==> config.mk <==
export PLATFORM = sky130hd
export DESIGN_NAME = linear_scan_id_allocator_top_flat
export DESIGN_NICKNAME = d
export VERILOG_FILES = /design/src/rtl/lsia_pkg.sv /design/src/rtl/lsia_req_if.sv /design/src/rtl/lsia_rsp_if.sv /design/src/rtl/linear_scan_id_allocator_top.sv /design/src/rtl/lsia_slot_table.sv /design/src/flat_wrapper.sv
export SDC_FILE = /design/constraint.sdc
export NUM_CORES = 1
export LEC_CHECK = 0
export BUFFER_PORTS_ARGS = -buffer_cell sky130_fd_sc_hd__buf_2
export CORE_ASPECT_RATIO = 0.5
export CORE_MARGIN = 5
export CORE_UTILIZATION = 50
export DETAILED_ROUTE_END_ITERATION = 8
export PLACE_DENSITY = 0.67
export RECOVER_POWER = 100
export SYNTH_ARGS = -nofsm -noshare
export SYNTH_HDL_FRONTEND = slang
export SYNTH_HIERARCHICAL = 1
export SYNTH_SLANG_ARGS = --single-unit
==> constraint.sdc <==
create_clock -name clk -period 12.8 [get_ports clk]
set_clock_uncertainty 0.15 [all_clocks]
set_input_delay 1.28 -clock clk [delete_from_list [all_inputs] [get_ports clk]]
set_output_delay 1.28 -clock clk [all_outputs]
set_load 0.02 [all_outputs]
==> src/rtl/lsia_pkg.sv <==
// Shared types and fixed field widths for the linear scan id allocator.
// No dependencies; compiled first.
package lsia_pkg;

    // Fixed widths of the request and response fields
    localparam int ID_BITS       = 16;
    localparam int POS_IN_BITS   = 16;
    localparam int OUT_SLOT_BITS = 4;

    // One lifetime interval request
    typedef struct packed {
        logic                   new_run;
        logic [ID_BITS-1:0]     logic_id;
        logic [POS_IN_BITS-1:0] start_pos;
        logic [POS_IN_BITS-1:0] end_pos;
    } req_t;

    // One allocation response
    typedef struct packed {
        logic [ID_BITS-1:0]       logic_id_out;
        logic [OUT_SLOT_BITS-1:0] physical_id;
        logic [OUT_SLOT_BITS-1:0] max_id_used;
        logic                     overflow;
    } rsp_t;

    // Allocation status from the slot table to the top level
    typedef struct packed {
        logic [OUT_SLOT_BITS-1:0] physical_id;
        logic [OUT_SLOT_BITS-1:0] max_id_used;
        logic                     overflow;
    } alloc_status_t;

endpackage

==> src/rtl/lsia_req_if.sv <==
// Request channel interface: valid/ready handshake carrying lsia_pkg::req_t.
// Depends on lsia_pkg.
interface lsia_req_if;
    logic             valid;
    logic             ready;
    lsia_pkg::req_t   payload;

    modport source (output valid, output payload, input ready);
    modport sink   (input valid, input payload, output ready);
endinterface

==> src/rtl/lsia_rsp_if.sv <==
// Response channel interface: valid/ready handshake carrying lsia_pkg::rsp_t.
// Depends on lsia_pkg.
interface lsia_rsp_if;
    logic             valid;
    logic             ready;
    lsia_pkg::rsp_t   payload;

    modport source (output valid, output payload, input ready);
    modport sink   (input valid, input payload, output ready);
endinterface

==> src/rtl/linear_scan_id_allocator_top.sv <==
// Top level of the linear scan id allocator: request register, slot table
// and response register. Depends on lsia_pkg, lsia_req_if, lsia_rsp_if,
// lsia_slot_table.
//
//   Channel  Dir  Payload          Notes
//   req      in   lsia_pkg::req_t  one lifetime interval, sorted by start
//   rsp      out  lsia_pkg::rsp_t  one allocation per request, in order
//
// Each request passes from acceptance to response through the request
// register, then the free/pick logic, into the response register. One
// request per cycle is sustained while rsp.ready holds; the table update and
// the next request's free/pick sit in the same loop through the table registers.
// Reset clears all slots and the maximum; no clearing pass is needed.
// A stalled response holds the response register; a request waiting behind
// it holds the request register and drops req.ready.
module linear_scan_id_allocator_top #(
    parameter int SLOT_COUNT = 16,
    parameter int POS_BITS   = 16
) (
    input  logic      clk,
    input  logic      rst_n,
    lsia_req_if.sink  req,
    lsia_rsp_if.source rsp
);
    import lsia_pkg::*;

    logic          in_valid_reg;
    req_t          in_reg;
    logic          out_valid_reg;
    rsp_t          out_reg;
    logic          advance;
    alloc_status_t status;

    // Move the held request into the response register when it has room
    assign advance   = in_valid_reg && (!out_valid_reg || rsp.ready);
    assign req.ready = !in_valid_reg || advance;

    // Request register
    always_ff @(posedge clk or negedge rst_n)
    begin
        if (!rst_n)
        begin
            in_valid_reg <= 1'b0;
        end
        else if (req.ready)
        begin
            in_valid_reg <= req.valid;
        end
    end

    always_ff @(posedge clk)
    begin
        if (req.ready && req.valid)
        begin
            in_reg <= req.payload;
        end
    end

    lsia_slot_table #(
        .SLOT_COUNT (SLOT_COUNT),
        .POS_BITS   (POS_BITS)
    ) u_table (
        .clk       (clk),
        .rst_n     (rst_n),
        .step      (advance),
        .new_run   (in_reg.new_run),
        .start_pos (in_reg.start_pos),
        .end_pos   (in_reg.end_pos),
        .status    (status)
    );

    // Response register
    always_ff @(posedge clk or negedge rst_n)
    begin
        if (!rst_n)
        begin
            out_valid_reg <= 1'b0;
        end
        else if (advance)
        begin
            out_valid_reg <= 1'b1;
        end
        else if (rsp.ready)
        begin
            out_valid_reg <= 1'b0;
        end
    end

    always_ff @(posedge clk)
    begin
        if (advance)
        begin
            out_reg.logic_id_out <= in_reg.logic_id;
            out_reg.physical_id  <= status.physical_id;
            out_reg.max_id_used  <= status.max_id_used;
            out_reg.overflow     <= status.overflow;
        end
    end

    assign rsp.valid   = out_valid_reg;
    assign rsp.payload = out_reg;

    // A request moved on always shows up as a response next cycle
    a_advance_out: assert property (@(posedge clk) disable iff (!rst_n)
        advance |=> out_valid_reg)
        else $error("response lost after request moved on");

    // A stalled response with a held request keeps the input closed
    a_stall_block: assert property (@(posedge clk) disable iff (!rst_n)
        in_valid_reg && out_valid_reg && !rsp.ready |-> !req.ready)
        else $error("request accepted while pipeline stalled");

    // Overflow responses carry slot zero
    a_overflow_zero: assert property (@(posedge clk) disable iff (!rst_n)
        out_valid_reg && out_reg.overflow |-> out_reg.physical_id == '0)
        else $error("overflow response with non-zero slot");

endmodule

==> src/rtl/lsia_slot_table.sv <==
// Slot table: busy bits, end positions and running maximum, with the
// combinational free / lowest-free pick / update logic. Depends on lsia_pkg.
module lsia_slot_table #(
    parameter int SLOT_COUNT = 16,
    parameter int POS_BITS   = 16
) (
    input  logic                            clk,
    input  logic                            rst_n,
    input  logic                            step,
    input  logic                            new_run,
    input  logic [lsia_pkg::POS_IN_BITS-1:0] start_pos,
    input  logic [lsia_pkg::POS_IN_BITS-1:0] end_pos,
    output lsia_pkg::alloc_status_t         status
);
    import lsia_pkg::*;

    localparam int SLOT_BITS = $clog2(SLOT_COUNT);

    logic [SLOT_COUNT-1:0] busy_reg;
    logic [SLOT_COUNT-1:0] busy_next;
    logic [POS_BITS-1:0]   end_reg [SLOT_COUNT];
    logic [SLOT_BITS-1:0]  max_reg;
    logic [SLOT_BITS-1:0]  max_next;

    logic [SLOT_COUNT-1:0] busy_eff;
    logic [SLOT_BITS-1:0]  max_eff;
    logic [SLOT_BITS-1:0]  pick;
    logic                  found;
    logic [POS_BITS-1:0]   start_w;
    logic [POS_BITS-1:0]   end_w;
    logic [31:0]           start_ext;
    logic [31:0]           end_ext;
    logic [31:0]           pick_ext;
    logic [31:0]           max_ext;

    // Positions reduced (or zero-extended) to the stored width
    assign start_ext = 32'(start_pos);
    assign end_ext   = 32'(end_pos);
    assign start_w   = start_ext[POS_BITS-1:0];
    assign end_w     = end_ext[POS_BITS-1:0];

    // Free expired slots; a new run sees an empty table
    always_comb
    begin
        for (int i = 0; i < SLOT_COUNT; i++)
        begin
            busy_eff[i] = !new_run && busy_reg[i] && !(end_reg[i] < start_w);
        end
        max_eff = new_run ? '0 : max_reg;
    end

    // Lowest free slot
    always_comb
    begin
        pick  = '0;
        found = 1'b0;
        for (int i = SLOT_COUNT - 1; i >= 0; i--)
        begin
            if (!busy_eff[i])
            begin
                pick  = SLOT_BITS'(i);
                found = 1'b1;
            end
        end
    end

    // Next table state; nothing changes on overflow
    always_comb
    begin
        busy_next = busy_reg;
        max_next  = max_reg;
        if (found)
        begin
            busy_next       = busy_eff;
            busy_next[pick] = 1'b1;
            max_next        = (pick > max_eff) ? pick : max_eff;
        end
    end

    always_ff @(posedge clk or negedge rst_n)
    begin
        if (!rst_n)
        begin
            busy_reg <= '0;
            max_reg  <= '0;
        end
        else if (step)
        begin
            busy_reg <= busy_next;
            max_reg  <= max_next;
        end
    end

    // End positions: payload only, valid through busy bits
    always_ff @(posedge clk)
    begin
        if (step && found)
        begin
            end_reg[pick] <= end_w;
        end
    end

    // Result fields wrap to four bits
    assign pick_ext = 32'(pick);
    assign max_ext  = 32'(max_next);

    assign status.physical_id = found ? pick_ext[OUT_SLOT_BITS-1:0] : '0;
    assign status.max_id_used = max_ext[OUT_SLOT_BITS-1:0];
    assign status.overflow    = !found;

    // A new run always lands in slot 0 with only that slot busy
    a_new_run_slot0: assert property (@(posedge clk) disable iff (!rst_n)
        step && new_run |=> (max_reg == '0) && ($countones(busy_reg) == 1) && busy_reg[0])
        else $error("new run did not restart the table at slot 0");

    // A picked slot is busy in the following cycle
    a_pick_busy: assert property (@(posedge clk) disable iff (!rst_n)
        step && found |=> busy_reg[$past(pick)])
        else $error("allocated slot not marked busy");

    // Overflow leaves the table untouched
    a_overflow_hold: assert property (@(posedge clk) disable iff (!rst_n)
        step && !found |=> $stable(busy_reg) && $stable(max_reg))
        else $error("table changed on overflow");

endmodule
==> src/flat_wrapper.sv <==
// flat-port wrapper written by rule: the top's interface ports become plain ports
module linear_scan_id_allocator_top_flat import lsia_pkg::*;
#(
    parameter int SLOT_COUNT = 16,
    parameter int POS_BITS   = 16
)
  (clk, rst_n, req_valid, req_payload, req_ready, rsp_valid, rsp_payload, rsp_ready);
  lsia_req_if req_i ();
  lsia_rsp_if rsp_i ();
  input  logic clk;
  input  logic rst_n;
  input wire logic [$bits(req_i.valid)-1:0] req_valid;
  input wire logic [$bits(req_i.payload)-1:0] req_payload;
  output wire logic [$bits(req_i.ready)-1:0] req_ready;
  output wire logic [$bits(rsp_i.valid)-1:0] rsp_valid;
  output wire logic [$bits(rsp_i.payload)-1:0] rsp_payload;
  input wire logic [$bits(rsp_i.ready)-1:0] rsp_ready;
  assign req_i.valid = req_valid;
  assign req_i.payload = req_payload;
  assign req_ready = req_i.ready;
  assign rsp_valid = rsp_i.valid;
  assign rsp_payload = rsp_i.payload;
  assign rsp_i.ready = rsp_ready;
  linear_scan_id_allocator_top #(.SLOT_COUNT(SLOT_COUNT), .POS_BITS(POS_BITS)) u_core (.clk(clk), .rst_n(rst_n), .req(req_i), .rsp(rsp_i));
endmodule
# After elaboration in Yosys (flattened, before gate mapping)
# Memories as Yosys holds them, arrays and structs flattened.
# Cells that the tools add are included.
[totals]
input_bits = 53
memories = 1
out_inout_bits = 27
ramBits = 256
word_cells = 134
register_bits = 96
[mem_list]
columns = ["name", "words", "width", "read_ports", "rd_ports_with_merged_regs", "write_ports", "line", "source"]
rows = [
  ["u_core.u_table.end_reg", 16, 16, 16, 0, 1, "lsia_slot_table.sv:21", "logic [POS_BITS-1:0] end_reg [SLOT_COUNT];"],
]
[op_classes]
reduce_logical = 60
bitwise_logic = 1
n_lt_le_gt_ge = 19
n_mux = 41
[op_table]
columns = ["cell", "n"]
rows = [
  ["16-bit less-than comparator", 16],
  ["4-bit two-way mux", 19],
  ["1-bit logical AND", 36],
  ["1-bit two-way mux", 21],
  ["1-bit zero test", 20],
  ["16-bit bitwise OR", 1],
  ["4-bit by 5-bit less-than comparator with 1-bit output (second input constant)", 1],
  ["1-bit demux with 4-bit select", 1],
  ["4-bit by 1-bit greater-or-equal comparator with 1-bit output (second input constant)", 1],
  ["4-bit > comparator", 1],
  ["1-bit logical OR", 2],
  ["2-bit AND reduction", 1],
  ["2-bit nonzero test", 1],
]

# Longest topological paths before layout
# Gate-level depths: netlist of the first run.
# An unclocked memory read counts as a cell.
[depth]
ltp_word = 25
depth_mapped = 22

# Hierarchy
# Netlist of the first run, hierarchy kept.
[by_module_without_submodules]
columns = ["mod", "n_inst", "area_per_inst_um2", "cells_each"]
rows = [
  ["lsia_slot_table", 1, 14607.8, 1115],
  ["linear_scan_id_allocator_top", 1, 2326.0, 82],
]

# Worst setup path after synthesis of the first run
# Ideal clock, no wire load.
[synth_timing]
path_type = "reg2reg"
from = "reg u_core/in_reg[31] (netlist bit)"
to = "reg u_core.out_reg, in the netlist u_core/rsp.payload[3] (data pin)"
setup_ns = 0.267
required_time_ns = 12.383
setup_slack_ns = 8.160
path_stages_with_launch = 22
synth_period_minus_slack_ns = 4.640
t_arrival_ns = 4.223
cell_sequence = "edfxtp_1 -> inv_1 -> ha_1 -> nand4_1 -> or4_1 -> a221o_1 -> a311o_1 -> o21ai_0 -> a21oi_1 -> o2111a_1 -> nor2_1 -> inv_1 -> ha_1 -> nand2_1 -> nor2_1 -> and3_1 -> a22oi_1 -> nand3_1 -> o21ai_2 -> and2_4 -> buf_6 -> o211ai_1"
[synth_lines]
columns = ["item", "line", "source"]
rows = [
  ["start: declaration", "linear_scan_id_allocator_top.sv:28", "req_t in_reg;"],
  ["start signal: assignment", "linear_scan_id_allocator_top.sv:55", "in_reg <= req.payload;"],
  ["end: declaration", "linear_scan_id_allocator_top.sv:30", "rsp_t out_reg;"],
]

# Worst setup path in the final report of the first run
[layout_timing]
from = "reg u_core/in_reg[18] (netlist bit)"
to = "mem u_core.u_table.end_reg[13][9], enable pin"
[layout_between]
elab_chain_len = 22
[layout_lines]
columns = ["item", "line", "source"]
rows = [
  ["16-bit less-than comparator", "lsia_slot_table.sv:47", "busy_eff[i] = !new_run && busy_reg[i] && !(end_reg[i] < start_w);"],
  ["1-bit zero test", "lsia_slot_table.sv:47", ""],
  ["1-bit logical AND", "lsia_slot_table.sv:47", ""],
  ["1-bit two-way mux (16 in a row)", "lsia_slot_table.sv:59", "if (!busy_eff[i])"],
  ["1-bit logical AND", "lsia_slot_table.sv:97", "if (step && found)"],
  ["1-bit two-way mux", "lsia_slot_table.sv:97", ""],
  ["1-bit two-way mux (implied by the code)", "lsia_slot_table.sv:99", "end_reg[pick] <= end_w;"],
  ["end: declaration", "lsia_slot_table.sv:21", ""],
]
# Several ways; a longest one is shown, not always the timed one.

==> results of run 1 <==
-- cell usage after synthesis (4+ instances only) --
cell | instances | area [um^2]
a21boi_0 | 6 | 45.0
o211ai_1 | 6 | 45.0
nand4_1 | 25 | 156
a2111oi_0 | 6 | 52.6
nand3_1 | 26 | 130
and4_1 | 7 | 61.3
nor3_1 | 9 | 45.0
o31a_1 | 4 | 35.0
o21ai_0 | 52 | 260
a21o_1 | 13 | 97.6
edfxtp_1 | 330 | 9910
nand3b_1 | 4 | 30.0
and3_1 | 4 | 25.0
nor2_1 | 58 | 218
a211oi_1 | 13 | 97.6
nand2b_1 | 17 | 106
a31oi_1 | 12 | 75.1
nand2_1 | 83 | 312
a311oi_1 | 4 | 35.0
a311o_1 | 4 | 40.0
nor4_1 | 6 | 37.5
and2_1 | 5 | 31.3
nor2b_1 | 10 | 62.6
clkbuf_1 | 9 | 33.8
o31ai_1 | 5 | 37.5
o21a_1 | 11 | 82.6
a211o_1 | 5 | 43.8
inv_1 | 33 | 124
ha_1 | 242 | 3030
o21ai_1 | 5 | 25.0
a21oi_1 | 96 | 480
a22oi_1 | 5 | 37.5
dfrtp_1 | 22 | 551
-- layout by cell type, fill, tap and decap left out, types with 4 or more instances in the layout --
| cell type | instances |
|---|---|
| inv_1 | 34 |
| buf_2 | 51 |
| edfxtp_1 | 330 |
| a211oi_1 | 13 |
| a311o_1 | 4 |
| dfrtp_1 | 22 |
| and3_1 | 4 |
| clkbuf_1 | 59 |
| nand2_1 | 84 |
| nor2_1 | 59 |
| nor4_1 | 6 |
| a21oi_1 | 97 |
| and4_1 | 7 |
| a21o_1 | 13 |
| a2111oi_0 | 6 |
| ha_1 | 242 |
| nand4_1 | 25 |
| and2_0 | 4 |
| clkinv_2 | 5 |
| buf_4 | 6 |
| clkinv_1 | 4 |
| o21a_1 | 11 |
| o31ai_1 | 5 |
| nor2b_1 | 10 |
| a311oi_1 | 4 |
| a211o_1 | 5 |
| nand3b_1 | 5 |
| a31oi_1 | 12 |
| a22oi_1 | 5 |
| o31a_1 | 4 |
| o21ai_0 | 56 |
| nand2b_1 | 17 |
| nor3_1 | 9 |
| o211ai_1 | 6 |
| nand3_1 | 26 |
| clkbuf_16 | 36 |
| a21boi_0 | 7 |
-- where the power goes --
part,internal (mW),switching (mW),leakage (nW)
sequential,1.30,0.0293,3.31
combinational,0.0715,0.147,3.32
clock,0.547,0.428,0.518
-- per-stage QoR --
stage	std cells	worst slack (ns)	instance area, um^2	hold slack [ns]	total power, mW
6_report	1789	5.43	18900	0.272	2.52
5_1_grt	1789	5.02	18900	0.279	2.63
4_1_cts	1789	6.92	19000	0.271	2.55
3_5_place_dp	1727	6.99	18000	0.255	1.58
3_3_place_gp	1727	7.08	18000	0.251	1.57
2_1_floorplan	1197	8.16	16900	0.250	1.49
-- how the worst max path moves through the flow --
stage / startpoint / end / slack [ns] / cells past startpoint
2_1_floorplan: u_core/in_reg[31] / u_core/rsp.payload[3] / 8.16 / 21
6_report: u_core/in_reg[18] / u_core/u_table/end_reg[13][9] / 5.43 / 15
3_3_place_gp: u_core/in_reg[18] / u_core/rsp.payload[3] / 7.08 / 18
5_1_grt: u_core/in_reg[18] / u_core/u_table/end_reg[15][10] / 5.02 / 15
4_1_cts: u_core/in_reg[18] / u_core/rsp.payload[1] / 6.92 / 18
3_5_place_dp: u_core/in_reg[18] / u_core/rsp.payload[1] / 6.99 / 18
-- cell families (layout without fill, tap and decap cells) --
kind of cell	Yosys count	after routing	synth area share, %
compound gates	281	281	10.9
fa+ha+maj	242	242	17.9
buf+inv	49	200	1.20
flops	352	352	61.8
mux	2	2	0.126
simple gates	271	271	8.15
-- final cells by class --
cell class                 count  share of cell area [%]
clock inverter                12                   0.503
timing repair buffer         103                    2.50
sequential                   352                    55.3
inverter                      35                   0.695
clock buffer                  50                    5.10
tap                          441                    2.92
multi-input combinational    796                    33.0
-- routing by layer --
| metal | vias up | wire length [um] | GRT usage (%) |
|---|---|---|---|
| met2 | 353 | 17600 | 32.0 |
| met4 | 4 | 710 | 5.12 |
| met5 | - | 28 | 0 |
| li1 | 4982 | - | - |
| met1 | 5344 | 19500 | 32.0 |
| met3 | 68 | 3410 | 5.72 |
-- worst max-delay path, delay by kind of cell, from the launching register on --
kind	cells	cell delay (ns)
AO/OA/AOI/OAI	4	1.93
adder cells (fa/ha/maj)	1	0.27
buffers and inverters	4	2.79
flip-flops	1	0.36
AND/OR/NAND/NOR	6	1.39
==> summary.txt, run 1 <==
Routing
  • Drt total wl: slightly above 40000 um
  • Antenna-violating nets left: 0
  • Pre-antenna DRT Iters: 6
  • Initial drt markers: 917
  • Residual DRC: 0
  • DR vias/cell: 6.01
  • Routed vias: 10800
  • DR WL/cell: 23.0 um

Placement
  • GPL Wtd Cong: 0.904
  • Final HPWL DP: 28600 um
  • Port bufs: 79

Global route
  • Total GRT Usage: 21.6%
  • First-pass GRT wire length: roughly 63000 um
  • Gr ovfl total: 0
  • Largest net degree at the start of global routing: 50
  • Number of global-route vias before repair: 10700
  • Initial antenna violation count: 2

Cells and area
  • Layout cells sized above 1: 8.23%
  • Max reg flops: approximately 260
  • Layout Nets: 1618
  • Fill cell count: 2607
  • Syn-to-layout area delta: 11.7%
  • Area of the multi-input gates: 6230 um^2
  • Final core utilization: 56.9%
  • Register area: 10500 um^2
  • Ant. Diodes: 0

Yosys
  • Synth warn: 6
  • Synth async-reset ratio: 6.25%
  • Most used DFF post-synth: edfxtp_1
  • Netlist cell types: roughly 80
  • Yosys reg bits: between 300 and 400
  • Post-synthesis sequential area ratio: between 60% and 70%
  • Mapped Nets: 1492
  • Mapped Area: 16900 um^2
  • Gate Count Post-Synth: 1197
  • Syn Area/Cell: 14.1 um^2
  • EDFF count, synth: 330

Floorplan
  • DIE AREA: 37900 um^2
  • Num rows: 47
  • I/O pin count: 80
  • Initial core utilization: 51.0%
  • Die Y: 140 um
  • Area of the core: 33200 um^2
  • Die Wd: 270 um

Timing
  • Final Hold Vio Count: 0
  • Least-Margin Pin Slew: about 3.6 ns
  • Period minus WS final: around 7.4 ns
  • Slew headroom: -143%
  • Unrepaired setup endpoints after global routing: false
  • Final setup viols: 0
  • Maximum clock rate: 136 MHz
  • Setup tns final: 0 ns
  • Crit share post-route: 57.6%
  • Fin. max-slew vios: ~120

Setup path
  • R2R Path End: u_core/u_table/end_reg[13][9]
  • RR Startpoint: u_core/in_reg[18]
  • Max stage delay on crit path: 1.21 ns
  • Arrival time at the worst endpoint: 7.31 ns
  • R2R setup slack: about 5.4 ns
  • Crit-path cells: inv_1, ha_1, nand2_1, o21ai_0, a41oi_1, o41ai_1, a21boi_0, and3_1, and2_0, nand2b_1, clkbuf_1, inv_1, nand3_1, nor2_1, clkbuf_1
  • Worst-case reg-to-reg path depth: 15
  • Critical path fanouts, max: 35
  • Critical path type: flip-flop to flip-flop
  • Setup crit end kind: flip-flop
  • CP Launch Type: flip-flop
  • Slowest-stage cell, CP: clkbuf_1
  • WP data required: 12.74 ns

Clock network
  • Hold Buf Count CTS: 0
  • Total CTS buffers: 35
  • Clk Latency, worst-skew pair: between 0.5 and 0.6 ns
  • Post_cts resized: 0
  • Setup repair bufs after CTS: 0
  • Clock tree buffer depth: 3
  • CTS tree: yes
  • CTS HTree Levels: 2
  • Clock-pin transition on the worst setup and hold timing paths: 0.06 ns
  • Total clock sinks: 352
  • Clock root buffer: clkbuf_16

Power and ir drop
  • Pleak: roughly 7 nW
  • PwrDens: 133 nW/um^2
  • Worst VDD drop: 0.0776 mV

Min path
  • Worst Hold Depth: 0
  • Worst min path class: flip-flop to flip-flop
  • Worst hold path startpoint: u_core/in_reg[47]
  • Hold Path Sink: u_core/rsp.payload[24]

Flow run
  • Max-cap violations: 3

Status
  • Run status: finished with violations
  • Failing checks: capacitance limit, slew limit
Power figures use the tool's default switching activity.
==> inputs of run 2 (changes only) <==
==> constraint.sdc (replaced) <==
create_clock -name clk -period 7.4 [get_ports clk]
set_clock_uncertainty 0.15 [all_clocks]
set_input_delay 0.74 -clock clk [delete_from_list [all_inputs] [get_ports clk]]
set_output_delay 0.74 -clock clk [all_outputs]
set_load 0.02 [all_outputs]
==> run 2 against run 1 <==
  * The run still ends with capacitance limit, slew limit left
  * Core utilization decreased by 0.12 points
  * Wire length increased by 1.4%
  * Die area stayed put
  * Clock power is 63% higher
  * Critical path depth is 3 lower
  * Non-clock buffer count grew 3
  * Hold slack got worse by 0.028 ns
  * Fmax rose by 14%
  * Combinational power increased by 77%
  * First-iteration DRC count up 4.7%
  * Sequential share of layout area increased by 0.12 points
  * Largest cell class unchanged
==> summary.txt, run 2 (synthesized netlist as in run 1, its figures left out) <==
Status
  • Run status: finished with violations
  • Failing checks: capacitance limit, slew limit

Timing
  • Fin. max-slew vios: 101
  • Final worst slack: between 0.9 and 1 ns
  • Unrepaired setup endpoints after global routing: false
  • Final Hold Vio Count: 0
  • Crit share post-route: 87.5%
  • Final hold slack: 0.243 ns
  • Period minus WS final: 6.48 ns
  • Final setup viols: 0
  • Slew headroom: -146%
  • Least-Margin Pin Slew: 3.68 ns
  • Maximum clock rate: roughly 150 MHz
  • Setup tns final: 0 ns

Routing
  • Initial drt markers: 960
  • Antenna-violating nets left: 0
  • Drt total wl: 41800 um
  • Routed vias: 10800
  • DR WL/cell: 23.4 um
  • DR vias/cell: 6.04
  • Residual DRC: 0
  • Pre-antenna DRT Iters: 5

Cells and area
  • Final core utilization: 56.8%
  • Max reg flops: 256
  • Layout Nets: 1620
  • Fill cell count: 2649
  • Commonest non-fill, non-tap cell in the layout: edfxtp_1
  • Commonest cells after routing, fill and taps aside: edfxtp_1, ha_1, a21oi_1
  • Non-Filler Instances: 1788
  • Ant. Diodes: 0
  • Syn-to-layout area delta: 11.4%
  • Layout cells sized above 1: under 10%
  • Final Instance Area: 18900 um^2

Floorplan
  • Die Y: 140 um
  • I/O pin count: 80
  • Die Wd: ~270 um
  • DIE AREA: 37900 um^2
  • Area of the core: 33200 um^2
  • Num rows: 47
  • Initial core utilization: just over 50%

Setup path
  • WP data required: 7.38 ns
  • Setup crit end kind: flip-flop
  • Critical path type: flip-flop to flip-flop
  • Critical path fanouts, max: 16
  • Arrival time at the worst endpoint: about 6.5 ns
  • CP Launch Type: flip-flop

Clock network
  • Post_cts resized: 0
  • Clk Latency, worst-skew pair: 0.52 ns
  • Setup repair bufs after CTS: 0
  • Clock root buffer: clkbuf_16
  • Total CTS buffers: 34
  • CTS tree: yes
  • CTS HTree Levels: 2
  • Clock-pin transition on the worst setup and hold timing paths: 0.06 ns
  • Hold Buf Count CTS: 0
  • Total clock sinks: 352
  • Clock tree buffer depth: 3

Global route
  • Initial antenna violation count: 1
  • Total GRT Usage: between 20% and 30%
  • Number of global-route vias before repair: between 10000 and 15000
  • First-pass GRT wire length: 63700 um
  • Gr ovfl total: 0
  • Largest net degree at the start of global routing: 50

Min path
  • Worst min path class: input port to flip-flop

Placement
  • Placed Cells: 1730
  • Placed Area: 18000 um^2
  • Port bufs: 79
  • Pre-CTS WS: 1.37 ns
  • GPL Wtd Cong: 0.922
  • Final HPWL DP: 29100 um

Power and ir drop
  • PwrDens: 227 nW/um^2
  • Pleak: 7.14 nW
  • Total power: 4.28 mW
  • Worst VDD drop: 0.138 mV

Flow run
  • Max-cap violations: 3
-- run 2: power breakdown --
part | switching, mW | leakage [nW] | internal (mW) | total (mW)
combinational | 0.258 | 3.35 | 0.130 | 0.388
sequential | 0.0519 | 3.31 | 2.25 | 2.30
clock | 0.708 | 0.480 | 0.881 | 1.59
total | 1.02 | 7.14 | 3.26 | 4.28
-- run 2: final timing paths --
check / from / end / slack [ns] / cells after the start
min: req_payload[42] / u_core/in_reg[42] / 0.24 / 1
min in group asynchronous: rst_n / u_core/rsp.valid / 0.42 / 1
min reg2reg: u_core/in_reg[36] / u_core/rsp.payload[13] / 0.27 / 0
max: u_core/in_reg[18] / u_core/u_table/end_reg[13][7] / 0.92 / 12
max in group asynchronous: rst_n / u_core/u_table/busy_reg[12] / 5.79 / 1
max reg2reg: u_core/in_reg[18] / u_core/u_table/end_reg[13][7] / 0.92 / 12
-- run 2: cell type report --
class / count / area (um^2) / share of cell area (%)
Tap cell: 441 / 552 / 2.92
Inverter: 35 / 131 / 0.696
Sequential cell: 352 / 10500 / 55.4
Clock buffer: 49 / 938 / 4.97
Clock inverter: 9 / 43.8 / 0.232
Multi-Input combinational cell: 796 / 6240 / 33.1
Timing Repair Buffer: 106 / 499 / 2.65
-- run 2: critical path, cell delays in order, from the launching register on --
cell,delay (ns)
edfxtp_1,0.35
inv_1,0.55
ha_1,0.28
nand2_1,0.06
o21ai_0,0.17
a41oi_1,0.28
o41ai_1,0.88
a21boi_0,0.65
nand2_1,0.38
nor2_1,0.81
nand3_1,0.39
nor2_1,0.18
clkbuf_1,0.91
-- run 2: layer usage --
| layer | vias up | track usage, % | share of wire [%] |
|---|---|---|---|
| met5 | - | 0 | 0.026 |
| li1 | 4991 | - | - |
| met4 | 2 | 4.33 | 1.4 |
| met1 | 5408 | 32.4 | 47 |
| met2 | 347 | 33.3 | 43 |
| met3 | 58 | 5.50 | 8.2 |
